--- src/hw/rtl/fas_pkg.sv ---
`timescale 1ns / 1ps
// ----------------------------------------------------------------------------
// fas_pkg
// Shared types, codes and constants of the fused approach steering step.
// ----------------------------------------------------------------------------
package fas_pkg;

   // field widths
   localparam int DIST_W   = 13;
   localparam int ANGLE_W  = 15;
   localparam int TIME_W   = 32;
   localparam int LEAD_W   = 20;
   localparam int BAND_W   = 14;
   localparam int BYTE_W   = 8;
   localparam int PWM_W    = 10;
   localparam int IR_W     = 3;
   localparam int SECTOR_W = 2;
   localparam int CSR_DATA_W = 20;

   // pwm limits
   localparam logic [PWM_W-1:0] PWM_MIN = 10'd800;
   localparam logic [PWM_W-1:0] PWM_MAX = 10'd999;

   // angle wrap points, 1/64 degree
   localparam logic [ANGLE_W-1:0] HALF_TURN = 15'd11520;
   localparam logic [ANGLE_W:0]   FULL_TURN = 16'd23040;

   // register reset values
   localparam logic [DIST_W-1:0] RST_STOP_DISTANCE  = 13'd80;
   localparam logic [LEAD_W-1:0] RST_LEAD_TIME_US   = 20'd300000;
   localparam logic [BAND_W-1:0] RST_ANGLE_DEADBAND = 14'd320;
   localparam logic [BYTE_W-1:0] RST_STEER_GAIN     = 8'd28;
   localparam logic [BYTE_W-1:0] RST_MAX_STEER      = 8'd90;
   localparam logic [BYTE_W-1:0] RST_IR_STEER       = 8'd90;
   localparam logic [PWM_W-1:0]  RST_BASE_PWM       = 10'd910;
   localparam logic [DIST_W-1:0] RST_CENTER_BAND    = 13'd64;

   // register indexes
   typedef enum logic [2:0] {
      REG_STOP_DISTANCE  = 3'd0,
      REG_LEAD_TIME_US   = 3'd1,
      REG_ANGLE_DEADBAND = 3'd2,
      REG_STEER_GAIN     = 3'd3,
      REG_MAX_STEER      = 3'd4,
      REG_IR_STEER       = 3'd5,
      REG_BASE_PWM       = 3'd6,
      REG_CENTER_BAND    = 3'd7
   } reg_index_type;

   // ir sector codes
   localparam logic [IR_W-1:0] IR_NONE   = 3'd0;
   localparam logic [IR_W-1:0] IR_LEFT   = 3'd1;
   localparam logic [IR_W-1:0] IR_RIGHT  = 3'd2;
   localparam logic [IR_W-1:0] IR_CENTER = 3'd3;
   localparam logic [IR_W-1:0] IR_WIDE   = 3'd4;

   // reported sector codes
   localparam logic [SECTOR_W-1:0] SEC_NONE   = 2'd0;
   localparam logic [SECTOR_W-1:0] SEC_LEFT   = 2'd1;
   localparam logic [SECTOR_W-1:0] SEC_CENTER = 2'd2;
   localparam logic [SECTOR_W-1:0] SEC_RIGHT  = 2'd3;

   typedef struct packed {
      logic [DIST_W-1:0] stop_distance;
      logic [LEAD_W-1:0] lead_time_us;
      logic [BAND_W-1:0] angle_deadband;
      logic [BYTE_W-1:0] steer_gain;
      logic [BYTE_W-1:0] max_steer;
      logic [BYTE_W-1:0] ir_steer;
      logic [PWM_W-1:0]  base_pwm;
      logic [DIST_W-1:0] center_band;
   } cfg_type;

   typedef struct packed {
      logic               left_valid;
      logic [DIST_W-1:0]  left_distance;
      logic               right_valid;
      logic [DIST_W-1:0]  right_distance;
      logic [IR_W-1:0]    ir_sector;
      logic               lidar_valid;
      logic [ANGLE_W-1:0] lidar_angle;
      logic [TIME_W-1:0]  timestamp_us;
   } req_type;

   typedef struct packed {
      logic [PWM_W-1:0]    left_pwm;
      logic [PWM_W-1:0]    right_pwm;
      logic                target_reached;
      logic [SECTOR_W-1:0] sector_code;
   } rsp_type;

endpackage

--- src/hw/rtl/fas_if.sv ---
`timescale 1ns / 1ps
// ----------------------------------------------------------------------------
// fas_req_if / fas_rsp_if
// Valid/ready channels for requests and results of the steering step.
// ----------------------------------------------------------------------------
interface fas_req_if;
   logic             valid;
   logic             ready;
   fas_pkg::req_type payload;

   modport source (output valid, output payload, input ready);
   modport sink   (input valid, input payload, output ready);
endinterface

interface fas_rsp_if;
   logic             valid;
   logic             ready;
   fas_pkg::rsp_type payload;

   modport source (output valid, output payload, input ready);
   modport sink   (input valid, input payload, output ready);
endinterface

--- src/hw/rtl/fas_stop.sv ---
`timescale 1ns / 1ps
// ----------------------------------------------------------------------------
// fas_stop
// Stop decision from the nearest ultrasonic distance, with closing-speed
// prediction kept as a cross-multiplied compare, and the last-sample state.
// ----------------------------------------------------------------------------
module fas_stop (
   input  logic             clock,
   input  logic             reset,
   input  fas_pkg::req_type req,
   input  fas_pkg::cfg_type cfg,
   input  logic             commit,
   output logic             reached
);
   import fas_pkg::*;

   logic [DIST_W-1:0]        last_distance_ff, last_distance_in;
   logic [TIME_W-1:0]        last_time_ff, last_time_in;
   logic                     have_last_ff, have_last_in;

   logic                     any_valid;
   logic [DIST_W-1:0]        cur;
   logic                     near;
   logic [TIME_W-1:0]        elapsed;
   logic                     predict_ok;
   logic [DIST_W-1:0]        gap;
   logic [DIST_W-1:0]        closing;
   logic [DIST_W+TIME_W-1:0] lhs;
   logic [DIST_W+LEAD_W-1:0] rhs;

   // nearest valid distance
   always_comb begin
      any_valid = req.left_valid | req.right_valid;
      if (req.left_valid && req.right_valid) begin
         cur = (req.left_distance < req.right_distance) ? req.left_distance
                                                         : req.right_distance;
      end else if (req.left_valid) begin
         cur = req.left_distance;
      end else begin
         cur = req.right_distance;
      end
   end

   // direct threshold and predicted threshold
   assign near       = (cur <= cfg.stop_distance);
   assign elapsed    = req.timestamp_us - last_time_ff;
   assign predict_ok = have_last_ff && (cur < last_distance_ff) && (elapsed != '0);
   assign gap        = cur - cfg.stop_distance;
   assign closing    = last_distance_ff - cur;
   assign lhs        = gap * elapsed;
   assign rhs        = closing * cfg.lead_time_us;

   assign reached = any_valid &&
                    (near || (predict_ok && (lhs <= (DIST_W+TIME_W)'(rhs))));

   // state follows each non-stopping tick with a distance
   always_comb begin
      last_distance_in = last_distance_ff;
      last_time_in     = last_time_ff;
      have_last_in     = have_last_ff;
      if (commit && any_valid && !reached) begin
         last_distance_in = cur;
         last_time_in     = req.timestamp_us;
         have_last_in     = 1'b1;
      end
   end

   always_ff @(posedge clock) begin
      if (reset) begin
         last_distance_ff <= '0;
         last_time_ff     <= '0;
         have_last_ff     <= 1'b0;
      end else begin
         last_distance_ff <= last_distance_in;
         last_time_ff     <= last_time_in;
         have_last_ff     <= have_last_in;
      end
   end

endmodule

--- src/hw/rtl/fas_steer.sv ---
`timescale 1ns / 1ps
// ----------------------------------------------------------------------------
// fas_steer
// Sector choice and differential drive PWM from lidar angle and IR sector.
// ----------------------------------------------------------------------------
module fas_steer (
   input  fas_pkg::req_type req,
   input  fas_pkg::cfg_type cfg,
   input  logic             reached,
   output fas_pkg::rsp_type rsp
);
   import fas_pkg::*;

   localparam int SUM_W  = PWM_W + 2;
   localparam int PROD_W = BAND_W + BYTE_W;

   logic [IR_W-1:0]        ir;
   logic signed [ANGLE_W:0] ang;
   logic                   ang_neg;
   logic [ANGLE_W:0]       ang_abs;
   logic [BAND_W-1:0]      mag;
   logic                   outside;
   logic [PROD_W-1:0]      prod;
   logic [PROD_W-10:0]     quot;
   logic [BYTE_W-1:0]      lim;
   logic signed [SUM_W-1:0] corr;
   logic signed [SUM_W-1:0] base_s;
   logic signed [SUM_W-1:0] ir_s;
   logic signed [SUM_W-1:0] lp;
   logic signed [SUM_W-1:0] rp;
   logic [DIST_W-1:0]      diff;
   logic [SECTOR_W-1:0]    sector;

   function automatic logic [PWM_W-1:0] clamp_pwm(input logic signed [SUM_W-1:0] v);
      logic signed [SUM_W-1:0] lo;
      logic signed [SUM_W-1:0] hi;
      lo = signed'(SUM_W'(PWM_MIN));
      hi = signed'(SUM_W'(PWM_MAX));
      if (v < lo) begin
         clamp_pwm = PWM_MIN;
      end else if (v > hi) begin
         clamp_pwm = PWM_MAX;
      end else begin
         clamp_pwm = v[PWM_W-1:0];
      end
   endfunction

   // unknown ir codes count as none
   assign ir = (req.ir_sector > IR_WIDE) ? IR_NONE : req.ir_sector;

   // angle wrapped to (-180, +180] degrees
   always_comb begin
      if (req.lidar_angle > HALF_TURN) begin
         ang = signed'({1'b0, req.lidar_angle}) - signed'(FULL_TURN);
      end else begin
         ang = signed'({1'b0, req.lidar_angle});
      end
      ang_neg = ang[ANGLE_W];
      ang_abs = ang_neg ? (ANGLE_W+1)'(-ang) : ang;
      mag     = ang_abs[BAND_W-1:0];
      outside = req.lidar_valid && (mag > cfg.angle_deadband);
   end

   // proportional correction, truncated toward zero and limited
   assign prod = mag * cfg.steer_gain;
   assign quot = prod[PROD_W-1:9];
   assign lim  = (quot > (PROD_W-9)'(cfg.max_steer)) ? cfg.max_steer : quot[BYTE_W-1:0];
   assign corr = ang_neg ? -signed'(SUM_W'(lim)) : signed'(SUM_W'(lim));

   // drive sums
   always_comb begin
      base_s = signed'(SUM_W'(cfg.base_pwm));
      ir_s   = signed'(SUM_W'(cfg.ir_steer));
      lp     = base_s;
      rp     = base_s;
      if (outside) begin
         lp = lp + corr;
         rp = rp - corr;
      end
      if (ir == IR_LEFT) begin
         lp = lp - ir_s;
         rp = rp + ir_s;
      end else if (ir == IR_RIGHT) begin
         lp = lp + ir_s;
         rp = rp - ir_s;
      end
   end

   // sector: ir first, then lidar, then ultrasonic pair, then a single ultrasonic side
   always_comb begin
      diff = (req.left_distance > req.right_distance)
             ? req.left_distance - req.right_distance
             : req.right_distance - req.left_distance;
      if (ir == IR_LEFT) begin
         sector = SEC_LEFT;
      end else if (ir == IR_RIGHT) begin
         sector = SEC_RIGHT;
      end else if (ir != IR_NONE) begin
         sector = SEC_CENTER;
      end else if (req.lidar_valid) begin
         if (!outside) begin
            sector = SEC_CENTER;
         end else begin
            sector = ang_neg ? SEC_LEFT : SEC_RIGHT;
         end
      end else if (req.left_valid && req.right_valid) begin
         if (diff <= cfg.center_band) begin
            sector = SEC_CENTER;
         end else begin
            sector = (req.left_distance < req.right_distance) ? SEC_LEFT : SEC_RIGHT;
         end
      end else if (req.left_valid) begin
         sector = SEC_LEFT;
      end else if (req.right_valid) begin
         sector = SEC_RIGHT;
      end else begin
         sector = SEC_NONE;
      end
   end

   // result assembly
   always_comb begin
      rsp.target_reached = reached;
      rsp.sector_code    = sector;
      if (reached) begin
         rsp.left_pwm  = PWM_MIN;
         rsp.right_pwm = PWM_MIN;
      end else begin
         rsp.left_pwm  = clamp_pwm(lp);
         rsp.right_pwm = clamp_pwm(rp);
      end
   end

endmodule

--- src/hw/rtl/fused_approach_steering_step.sv ---
`timescale 1ns / 1ps
// ----------------------------------------------------------------------------
// fused_approach_steering_step
// One control tick of fused sensor readings in, drive PWMs, stop flag and
// object sector out.
// ----------------------------------------------------------------------------
//  channel  | direction | handshake          | payload
//  req_if   | in        | valid/ready        | fas_pkg::req_type
//  rsp_if   | out       | valid/ready        | fas_pkg::rsp_type
//  csr_*    | in        | csr_we, no ready   | csr_index, csr_wdata
//
// One request per cycle while the result channel is not stalled; a result
// passes the request register, then the result register, before it is
// valid on the result channel.
// The stop unit's 13x32 multiply and compare lie on the combinational path between the two registers.
// Synchronous reset clears valids and the last-sample state and loads the configuration reset values.
// A stalled result holds in the result register while one more request waits
// in the request register; ready falls only when both are full.
// ----------------------------------------------------------------------------
module fused_approach_steering_step (
   input  logic                              clock,
   input  logic                              reset,
   fas_req_if.sink                           req_if,
   fas_rsp_if.source                         rsp_if,
   input  logic                              csr_we,
   input  fas_pkg::reg_index_type            csr_index,
   input  logic [fas_pkg::CSR_DATA_W-1:0]    csr_wdata
);
   import fas_pkg::*;

   cfg_type cfg_ff, cfg_in;
   logic    req_valid_ff, req_valid_in;
   req_type req_data_ff, req_data_in;
   logic    rsp_valid_ff, rsp_valid_in;
   rsp_type rsp_data_ff, rsp_data_in;
   logic    advance;
   logic    reached;
   rsp_type result;

   // configuration writes
   always_comb begin
      cfg_in = cfg_ff;
      if (csr_we) begin
         case (csr_index)
            REG_STOP_DISTANCE:  cfg_in.stop_distance  = csr_wdata[DIST_W-1:0];
            REG_LEAD_TIME_US:   cfg_in.lead_time_us   = csr_wdata[LEAD_W-1:0];
            REG_ANGLE_DEADBAND: cfg_in.angle_deadband = csr_wdata[BAND_W-1:0];
            REG_STEER_GAIN:     cfg_in.steer_gain     = csr_wdata[BYTE_W-1:0];
            REG_MAX_STEER:      cfg_in.max_steer      = csr_wdata[BYTE_W-1:0];
            REG_IR_STEER:       cfg_in.ir_steer       = csr_wdata[BYTE_W-1:0];
            REG_BASE_PWM:       cfg_in.base_pwm       = csr_wdata[PWM_W-1:0];
            REG_CENTER_BAND:    cfg_in.center_band    = csr_wdata[DIST_W-1:0];
            default:            cfg_in = cfg_ff;
         endcase
      end
   end

   // pipeline flow
   assign advance      = req_valid_ff && (!rsp_valid_ff || rsp_if.ready);
   assign req_if.ready = !req_valid_ff || advance;

   always_comb begin
      req_valid_in = req_valid_ff;
      req_data_in  = req_data_ff;
      rsp_valid_in = rsp_valid_ff;
      rsp_data_in  = rsp_data_ff;
      if (advance) begin
         req_valid_in = 1'b0;
         rsp_valid_in = 1'b1;
         rsp_data_in  = result;
      end else if (rsp_if.ready) begin
         rsp_valid_in = 1'b0;
      end
      if (req_if.valid && req_if.ready) begin
         req_valid_in = 1'b1;
         req_data_in  = req_if.payload;
      end
   end

   // stop decision and last-sample state
   fas_stop u_stop (
      .clock   (clock),
      .reset   (reset),
      .req     (req_data_ff),
      .cfg     (cfg_ff),
      .commit  (advance),
      .reached (reached)
   );

   // sector and drive outputs
   fas_steer u_steer (
      .req     (req_data_ff),
      .cfg     (cfg_ff),
      .reached (reached),
      .rsp     (result)
   );

   always_ff @(posedge clock) begin
      if (reset) begin
         cfg_ff.stop_distance  <= RST_STOP_DISTANCE;
         cfg_ff.lead_time_us   <= RST_LEAD_TIME_US;
         cfg_ff.angle_deadband <= RST_ANGLE_DEADBAND;
         cfg_ff.steer_gain     <= RST_STEER_GAIN;
         cfg_ff.max_steer      <= RST_MAX_STEER;
         cfg_ff.ir_steer       <= RST_IR_STEER;
         cfg_ff.base_pwm       <= RST_BASE_PWM;
         cfg_ff.center_band    <= RST_CENTER_BAND;
         req_valid_ff          <= 1'b0;
         rsp_valid_ff          <= 1'b0;
      end else begin
         cfg_ff       <= cfg_in;
         req_valid_ff <= req_valid_in;
         rsp_valid_ff <= rsp_valid_in;
      end
   end

   always_ff @(posedge clock) begin
      req_data_ff <= req_data_in;
      rsp_data_ff <= rsp_data_in;
   end

   assign rsp_if.valid   = rsp_valid_ff;
   assign rsp_if.payload = rsp_data_ff;

endmodule
--- src/flat_wrapper.sv ---
// flat-port wrapper written by rule: the top's interface ports become plain ports
module fused_approach_steering_step_flat import fas_pkg::*;
  (clock, reset, csr_we, csr_index, csr_wdata, req_if_valid, req_if_payload, req_if_ready, rsp_if_valid, rsp_if_payload, rsp_if_ready);
  fas_req_if req_if_i ();
  fas_rsp_if rsp_if_i ();
  input  logic clock;
  input  logic reset;
  input  logic csr_we;
  input  fas_pkg::reg_index_type csr_index;
  input  logic [fas_pkg::CSR_DATA_W-1:0] csr_wdata;
  input wire logic [$bits(req_if_i.valid)-1:0] req_if_valid;
  input wire logic [$bits(req_if_i.payload)-1:0] req_if_payload;
  output wire logic [$bits(req_if_i.ready)-1:0] req_if_ready;
  output wire logic [$bits(rsp_if_i.valid)-1:0] rsp_if_valid;
  output wire logic [$bits(rsp_if_i.payload)-1:0] rsp_if_payload;
  input wire logic [$bits(rsp_if_i.ready)-1:0] rsp_if_ready;
  assign req_if_i.valid = req_if_valid;
  assign req_if_i.payload = req_if_payload;
  assign req_if_ready = req_if_i.ready;
  assign rsp_if_valid = rsp_if_i.valid;
  assign rsp_if_payload = rsp_if_i.payload;
  assign rsp_if_i.ready = rsp_if_ready;
  fused_approach_steering_step u_core (.clock(clock), .reset(reset), .req_if(req_if_i), .rsp_if(rsp_if_i), .csr_we(csr_we), .csr_index(csr_index), .csr_wdata(csr_wdata));
endmodule
--- config.mk ---
export PLATFORM = sky130hd
export DESIGN_NAME = fused_approach_steering_step_flat
export DESIGN_NICKNAME = d
export VERILOG_FILES = /design/src/hw/rtl/fas_pkg.sv /design/src/hw/rtl/fas_if.sv /design/src/hw/rtl/fas_stop.sv /design/src/hw/rtl/fas_steer.sv /design/src/hw/rtl/fused_approach_steering_step.sv /design/src/flat_wrapper.sv
export SDC_FILE = /design/constraint.sdc
export NUM_CORES = 2
export LEC_CHECK = 0
export ABC_AREA = 1
export BUFFER_PORTS_ARGS = -buffer_cell sky130_fd_sc_hd__buf_2
export CAP_MARGIN = 30
export CORE_MARGIN = 2
export CORE_UTILIZATION = 60
export CTS_BUF_LIST = sky130_fd_sc_hd__clkbuf_4
export DETAILED_ROUTE_END_ITERATION = 8
export GPL_TIMING_DRIVEN = 0
export PLACE_DENSITY = 0.77
export SYNTH_ARGS = -nofsm -noshare
export SYNTH_HDL_FRONTEND = slang
export SYNTH_SLANG_ARGS = --single-unit
--- constraint.sdc ---
create_clock -name clock -period 16.1 [get_ports clock]
set_input_delay 3.22 -clock clock [delete_from_list [all_inputs] [get_ports clock]]
set_output_delay 3.22 -clock clock [all_outputs]
set_load 0.01 [all_outputs]
==> impl_metrics.env <==
export IMPL_status="finished, final reports clean"
export IMPL_gp_congestion=1.02
export IMPL_synthCells=5290
export IMPL_seq_area_frac_synth_pct=14.2
export IMPL_io_pins=132
export IMPL_synth_cell_area_mm2=0.0415
export IMPL_htreeDepth=3
export IMPL_synthAdderAreaFrac_pct=42.0
export IMPL_grt_max_degree=47
export IMPL_ys_ff_latch=244
export IMPL_route_met3_wl_mm=13.0
export IMPL_vias=36500
export IMPL_ys_types=69
export IMPL_synth_top_family_by_area="adder cells"
export IMPL_cts_tree="built"
export IMPL_fp_dieW_um=267
export IMPL_top_layer="met4"
export IMPL_finalCritPeriodShare_pct=90.5
export IMPL_tightest_slew_ns=1.14
export IMPL_synthTopCellsByCount="inv_1, nand2_1, fa_1"
export IMPL_cpMaxStageDelayCell="clkbuf_1"
export IMPL_cts_root_buf="clkbuf_4"
export IMPL_hold_slack_ns=0.461
export IMPL_fin_worst_skew_ns=0.0619
export IMPL_synth_edff_count=102
export IMPL_synth_warnings=0
export IMPL_synthTopCellsByArea="fa_1, ha_1, inv_1"
export IMPL_dieArea_mm2=0.0713
export IMPL_drt_met1_wl_mm=49.6
export IMPL_clk_pin_slew_ns=0.07
export IMPL_r2r_slack_ns=1.53
export IMPL_design_core_area_mm2=0.0686
export IMPL_synthSimpleGateAreaFrac_pct=18.3
export IMPL_crit_path_start_kind="flip-flop"
export IMPL_post_cts_resized=0
export IMPL_avgSynthCellArea_um2=7.85
export IMPL_antenna_found_initial=3
export IMPL_clock_fmax_mhz=68.7
export IMPL_multi_input_area_mm2=0.0310
export IMPL_drt_first_pass_iters=6
export IMPL_async_reset_ff_share_pct=0
export IMPL_final_layout_size_suffix_gt1_share_pct=6.35
export IMPL_dp_slack_ns=1.81
export IMPL_crit_type="flip-flop to flip-flop"
export IMPL_required_ns=16.73
export IMPL_synth_xor_area_share_pct=3.46
export IMPL_cts_made_buffers=68
export IMPL_place_inst=6371
export IMPL_areaGrowthSynthToFinish_pct=7.00
export IMPL_grtUsageTotal_pct=34.3
export IMPL_insertion_delay_ns=0.78
export IMPL_synth_top_area_share_pct=29.4
export IMPL_critPathArrivalTime_ns=15.19
export IMPL_end_kind="flip-flop"
export IMPL_synth_mux_area_fraction_pct=0.0241
export IMPL_crit_fanout=10
export IMPL_overflow=0
export IMPL_postRouteAntennaNets=0
export IMPL_numClockSinks=244
export IMPL_min_period_ns=14.57
export IMPL_rsz0062_at_grt="no"
export IMPL_met2WireLength_mm=51.6
export IMPL_grt_pass1_vias=36500
export IMPL_start_util_pct=60.5
export IMPL_max_stage_delay_ns=0.58
export IMPL_drc_errors=0
export IMPL_hold_viol=0
export IMPL_first_iter_violations=3379
export IMPL_dp_hpwl_mm=99.0
export IMPL_fill_cells=6069
export IMPL_cts_setup_buffers=0
export IMPL_seq_area_mm2=0.00591
export IMPL_die_y_um=267
export IMPL_path_buf_inv=14
export IMPL_grt_pass1_wl_mm=190
export IMPL_slew_headroom_pct=23.9
export IMPL_hold_path_class="flip-flop to flip-flop"
export IMPL_fin_setup_tns_ns=0
export IMPL_port_buffers=129
export IMPL_clockBufferDepth=3
export IMPL_crit_family="compound AO/OA/AOI/OAI gates"
export IMPL_num_rows=96
export IMPL_drv_slew=0
export IMPL_synth_compound_area_share_pct=10.9
export IMPL_yosysTopAreaCell="fa_1"
export IMPL_setup_violations=0
export IMPL_synthFlopType="dfxtp_1"
export IMPL_nNetsFinal=6644
export IMPL_wire_per_inst_um=18.3
export IMPL_cts_hold_buf=0
export IMPL_vias_per_cell=5.61
export IMPL_fin_cells=6493
export IMPL_drv_cap=0
export IMPL_wl_mm=119
export IMPL_synth_most_common_cell="inv_1"
export IMPL_final_setup_worst_slack_ns=1.53
==> cell usage in the layout (no fill, tap or decap), types with 7 or more instances in the layout <==
| cell | instances |
|---|---|
| inv_1 | 1051 |
| nand2_1 | 977 |
| fa_1 | 610 |
| nor2_1 | 562 |
| ha_1 | 417 |
| a21oi_1 | 364 |
| o21ai_0 | 244 |
| dfxtp_1 | 142 |
| buf_2 | 135 |
| clkbuf_1 | 120 |
| xor2_1 | 113 |
| edfxtp_1 | 102 |
| nand3_1 | 99 |
| clkbuf_4 | 88 |
| nand4_1 | 55 |
| xnor2_1 | 51 |
| clkinv_1 | 44 |
| o211ai_1 | 38 |
| a31oi_1 | 31 |
| o21bai_1 | 29 |
| nor3_1 | 27 |
| or2_2 | 25 |
| nand2_2 | 24 |
| buf_4 | 17 |
| nor4_1 | 16 |
| a21o_1 | 14 |
| o21a_1 | 12 |
| o31ai_1 | 12 |
| a211oi_1 | 9 |
| a221oi_1 | 9 |
| nand3_2 | 7 |
==> tightest hold or removal path, stage by stage, from the launching register on <==
cell and delay [ns]:
dfxtp_1 0.30, inv_1 0.06, a21oi_1 0.06
==> kinds of logic (layout without fill, tap and decap cells) <==
kind of cell | Yosys count | count (layout)
muxes | 1 | 1
xor gates and xnor gates | 164 | 164
other | 1 | 7
adders and majority gates | 1027 | 1027
DFF | 244 | 244
and+or+nand+nor | 1831 | 1831
buffers and inverters | 1216 | 1482
AOI/OAI and AO/OA | 806 | 806
==> registers in the layout (all words and copies together), names as in the netlist <==
| signal | flops |
|---|---|
| u_core.rsp_if.payload | 23 |
| u_core.u_stop.have_last_ff | 1 |
| u_core.u_stop.last_time_ff | 32 |
| u_core.req_data_ff | 79 |
| u_core.req_valid_ff | 1 |
| u_core.u_stop.last_distance_ff | 13 |
| u_core.rsp_if.valid | 1 |
| u_core.cfg_ff | 94 |
==> path summary, 6_finish.rpt <==
kind	from	end	cells past startpoint
worst max-delay path	u_core.req_data_ff[32]	u_core.rsp_if.payload[5]	65
worst min register to register	u_core.u_stop.last_time_ff[6]	u_core.u_stop.last_time_ff[6]	2
worst min-delay path	u_core.u_stop.last_time_ff[6]	u_core.u_stop.last_time_ff[6]	2
worst max register to register	u_core.req_data_ff[32]	u_core.rsp_if.payload[5]	65
==> metal layers <==
layer  global-route usage (%)  up-vias
met1                     47.2    17400
met3                     8.38      295
met5                        0        -
met4                     14.1        0
li1                         -    17000
met2                     52.1     1720
==> cell type report <==
| class | instances | area share (%) |
|---|---|---|
| tap | 931 | 2.62 |
| clock buffer | 88 | 1.49 |
| inverter | 1084 | 9.17 |
| sequential | 244 | 13.3 |
| buffer | 132 | 1.18 |
| clock inverter | 31 | 0.558 |
| timing repair buffer | 147 | 1.82 |
| multi-input combinational | 3833 | 69.8 |
| antenna | 3 | 0.0169 |
==> per-stage QoR <==
stage	utilization, %	instance area, um^2
final	64.8	44400
after global routing	64.8	44400
after CTS	64.7	44400
after detailed placement	63.4	43500
after global placement	63.2	43300
after floorplan	-	41500
Power is not shown: default switching activity piles up to over one toggle a cycle in this logic, so the estimate is an artifact.
